$ cat config.mk
export PLATFORM = sky130hd
export DESIGN_NAME = med2s_ctrl
export DESIGN_NICKNAME = d
export VERILOG_FILES = /design/src/hw/rtl/med2s_pkg.sv /design/src/hw/rtl/med2s_ctrl.sv
export SDC_FILE = /design/constraint.sdc
export NUM_CORES = 1
export LEC_CHECK = 0
export BUFFER_PORTS_ARGS = -buffer_cell sky130_fd_sc_hd__buf_4
export CAP_MARGIN = 15
export CORE_AREA = 2 2 39 41
export CTS_CLUSTER_DIAMETER = 120
export CTS_CLUSTER_SIZE = 28
export DETAILED_ROUTE_END_ITERATION = 6
export DIE_AREA = 0 0 41 43
export PLACE_DENSITY = 0.52
export SYNTH_ARGS = -nofsm -noshare
export SYNTH_HDL_FRONTEND = slang
export SYNTH_SLANG_ARGS = --single-unit
export TNS_END_PERCENT = 50
$ cat constraint.sdc
create_clock -name aclk -period 2.05 [get_ports aclk]
set_clock_uncertainty 0.05 [all_clocks]
set_input_delay 0.615 -clock aclk [delete_from_list [all_inputs] [get_ports aclk]]
set_output_delay 0.615 -clock aclk [all_outputs]
set_load 0.1 [all_outputs]
$ cat src/hw/rtl/med2s_pkg.sv
// ----------------------------------------------------------------------------
// med2s_pkg
// Shared widths, register indexes and controller/datapath bundles for the
// two-stream lower-median finder.
// ----------------------------------------------------------------------------
package med2s_pkg;

    localparam int DATA_W    = 32;
    localparam int CNTA_W    = 13;
    localparam int CNTB_W    = 20;
    localparam int TOT_W     = 21;
    localparam int CFG_W     = 20;
    localparam int CFG_IDX_W = 1;

    localparam logic [CFG_IDX_W-1:0] CFG_COUNT_A = 1'b0;
    localparam logic [CFG_IDX_W-1:0] CFG_COUNT_B = 1'b1;

    // Commands from the controller to the datapath
    typedef struct packed {
        logic load;       // write s_value into the store, bump load count
        logic emit_in;    // emit s_value as the answer
        logic take_b;     // latch the streamed element
        logic fetch;      // read the store at the walk pointer
        logic advance;    // step pointer and merged count, fetch the next entry
        logic close_b;    // streamed element takes its merged slot
        logic emit_b;     // emit the latched streamed element
        logic finish;     // second stream done: end job, latch tail address
        logic fetch_tail; // read the store at the tail address
        logic emit_rd;    // emit the store read data
    } cmd_t;

    // Status from the datapath to the controller
    typedef struct packed {
        logic a_ok;       // a stored element is wanted
        logic b_ok;       // a streamed element is wanted
        logic load_at_k;  // the element being loaded is the answer
        logic walk_le;    // current store entry is valid and not above the element
        logic at_k;       // merged count sits on the median position
        logic last_b;     // the element being closed is the last streamed one
        logic tail_ok;    // the answer lies in the store past the pointer
    } status_t;

endpackage

$ cat src/hw/rtl/med2s_ctrl.sv
// ----------------------------------------------------------------------------
// med2s_ctrl
// Sequencer for the merge walk: takes items, steps the store pointer and
// issues the tail read when the second stream runs out.
// ----------------------------------------------------------------------------
module med2s_ctrl
    import med2s_pkg::*;
(
    input  logic    aclk,
    input  logic    aresetn,
    input  logic    s_valid,
    input  logic    s_op,
    output logic    s_ready,
    input  status_t st,
    output cmd_t    cmd
);

    typedef enum logic [3:0] {
        ST_IDLE   = 4'b0001,
        ST_CHECK  = 4'b0010,
        ST_TFETCH = 4'b0100,
        ST_TEMIT  = 4'b1000
    } state_t;

    state_t state_reg;
    state_t state_next;

    assign s_ready = (state_reg == ST_IDLE);

    always_comb begin
        state_next = state_reg;
        cmd        = '0;
        unique case (state_reg)
            ST_IDLE: begin
                if (s_valid) begin
                    if (!s_op) begin
                        if (st.a_ok) begin
                            cmd.load    = 1'b1;
                            cmd.emit_in = st.load_at_k;
                        end
                    end else if (st.b_ok) begin
                        cmd.take_b = 1'b1;
                        cmd.fetch  = 1'b1;
                        state_next = ST_CHECK;
                    end
                end
            end
            ST_CHECK: begin
                if (st.walk_le) begin
                    if (st.at_k) begin
                        cmd.emit_rd = 1'b1;
                        state_next  = ST_IDLE;
                    end else begin
                        // pass this stored entry, fetch the next one
                        cmd.advance = 1'b1;
                        cmd.fetch   = 1'b1;
                    end
                end else begin
                    cmd.close_b = 1'b1;
                    state_next  = ST_IDLE;
                    if (st.at_k) begin
                        cmd.emit_b = 1'b1;
                    end else if (st.last_b) begin
                        cmd.finish = 1'b1;
                        if (st.tail_ok) begin
                            state_next = ST_TFETCH;
                        end
                    end
                end
            end
            ST_TFETCH: begin
                cmd.fetch_tail = 1'b1;
                state_next     = ST_TEMIT;
            end
            ST_TEMIT: begin
                cmd.emit_rd = 1'b1;
                state_next  = ST_IDLE;
            end
            default: begin
                state_next = ST_IDLE;
            end
        endcase
    end

    always_ff @(posedge aclk) begin
        if (!aresetn) begin
            state_reg <= ST_IDLE;
        end else begin
            state_reg <= state_next;
        end
    end

endmodule

==> flow_summary.yaml <==
synthesis:
  synthDistinctLibCells: 22
  synth_area_leaders: "dfxtp_1 (28%), nor3_1 (7.0%), nor3b_1 (5.2%)"
  synth_cells: 34
  synth_edf_count: 0
  ys.warnings.count: 0
  synth_nets: 45
  synthArstFlopShare_pct: 0
  yosysTopAreaCell: "dfxtp_1"
  synth_common_cells: "dfxtp_1 (4), nor3_1 (4)"
  avgSynthCellArea_sq_um: 8.43
  syn_area_sq_um: 287
  synthFlopType: "dfxtp_1"
  synth_seq_cells: 4
  ys_seq_area_share_pct: 27.9
  yosysTopAreaCellShare_pct: 27.9
final_layout:
  fin_nets: 83
  layout-drive-gt1-share_pct: 77.1
  largest_reg_flops: 4
  synthToLayoutAreaGrowth_pct: 172
  antenna_cells: 0
global_route:
  grt_antenna_before_repair: 0
  grt_max_degree: 9
  grt_pass1_wl_mm: 1.62
  grt_pass1_vias: 410
  grt_usage_pct: 13.9
  overflow: 0
die:
  core_area_sq_mm: 0.00138
  die_w_um: 41
  die_area_sq_mm: 0.00176
  start_util_pct: 20.7
  num_rows: 14
  ios: 22
  die_y_um: 43
sta:
  slew_headroom_pct: 74.9
  layout_worst_path_cycle_share_pct: 113
  finalMaxSlewViolations: 0
  timing.fmax_mhz: 431
  fin_ws_ns: -0.269
  hold_viol: 0
  rsz0062_at_grt: "yes"
  tightest_slew_ns: 0.371
  holdWs_ns: 0.542
  fin_crit_ns: 2.32
  setup_violations: 9
clock_tree:
  cts_tree: "done"
  ctsHoldBuffers: 0
  cts-root-buf: "clkbuf_4"
  cts_max_level: 1
  clkSlewWorstSetupHoldPaths_ns: 0.04
  cts_buffers: 3
  cts_sinks: 4
  clock_latency_ns: 0.23
  clockBufferDepth: 2
setup_path:
  required_ns: 1.38
  r2r_start: "state_reg[2]"
  slowest_delay_ns: 0.58
  path_class: "reg2out"
  cp-start-kind: "register"
  arrival_ns: 1.65
  r2r_cells: 4
  worstPathCellList: "or4b_4, nor3_4, and2_4, buf_12"
  slowest_stage: "or4b_4"
  crit_path_max_fanout: 3
  reg2reg_slack_ns: 0.43
  crit_path_end_kind: "output pin"
  startpoint: "state_reg[2]"
run_status:
  failed_checks: "negative setup slack"
  status: "finished with violations"
routing:
  wire_per_inst_um: 11.1
  drt-initial-drc-count: 2
  firstDrtPassIters: 4
  drcViolationCount: 0
  via_count: 391
  viasPerCell: 4.55
  ant_nets: 0
  postRouteWirelength_um: 956
power:
  peakVddDrop_uv: 252
  power_density_mw_per_mm2: 387
  p_leak_nw: 0.340
worst_hold_path:
  min_path_cells: 2
  holdCritPathClass: "in2reg"
  min-delay-start: "aresetn"
place:
  post-dp-hpwl_um: 715
  port_buffers: 21
  gp_congestion: 0.686
  dp_worst_setup_slack_ns: -0.138
flow_run:
  drv_cap: 0
==> path summary, 6_finish.rpt <==
kind | to
setup / recovery | cmd[8]
hold / removal | state_reg[1]
setup reg to reg | state_reg[2]
hold reg to reg | state_reg[3]
==> layer usage <==
layer	global-route usage [%]	up-vias	routed length [um]
li1	-	200	-
met1	15.8	181	361
met2	22.2	10	548
met3	3.14	0	46
met4	8.00	0	0
met5	0	-	0
==> final cells by class <==
type	count	area, sq um
Tap cell	16	20.0
Inverter	2	7.51
Timing Repair Buffer	33	375
Sequential cell	4	83.8
Clock buffer	3	22.5
Multi-Input combinational cell	28	269
Fill cell	129	606
==> power by group <==
part / switching (mW) / total [mW] / internal [mW]
clock: 0.0304 / 0.0958 / 0.0654
sequential: 0.00150 / 0.0821 / 0.0806
combinational: 0.0681 / 0.123 / 0.0553
total: 0.100 / 0.301 / 0.201
==> critical path: cells and delay by family (launching register included) <==
kind	cells	cell delay (ns)
and+or+nand+nor	3	0.94
buffers and inverters	1	0.16
DFF	1	0.31
==> cells by family (layout without fill, tap and decap cells) <==
family / after synthesis / after routing / synth area share, %
simple gates: 22 / 22 / 54.6
flops: 4 / 4 / 27.9
compound gates: 6 / 6 / 14.9
buf+inv: 2 / 38 / 2.62
==> per-stage QoR <==
stage / instances / TNS, ns / utilization (%) / area, sq um / total power [mW]
floorplan: 34 / -6.02 / - / 358 / 0.150
global placement: 80 / -0.487 / 43.6 / 603 / 0.188
detailed placement: 80 / -0.494 / 43.6 / 603 / 0.188
CTS: 84 / -1.59 / 54.3 / 752 / 0.307
global route: 86 / -2.22 / 56.2 / 778 / 0.322
finish: 86 / -1.56 / 56.2 / 778 / 0.301
==> what timing repair did <==
action,CTS,global route
endpoints found under the setup margin,10,11
pin swaps,5,1
hold endpoints to repair,0,0
resized for setup,30,3
buffers inserted,1,2
gates cloned,0,0
==> cells in the final DEF, fill, tap and decap left out, types with 2 or more instances in the layout <==
master and n:
or4b_4 2, clkbuf_4 3, buf_12 9, nor3_4 2
buf_6 4, buf_4 20, dfxtp_2 3, o21ai_0 2
and2_4 2
No activity file was read; power rests on OpenSTA's default activity.
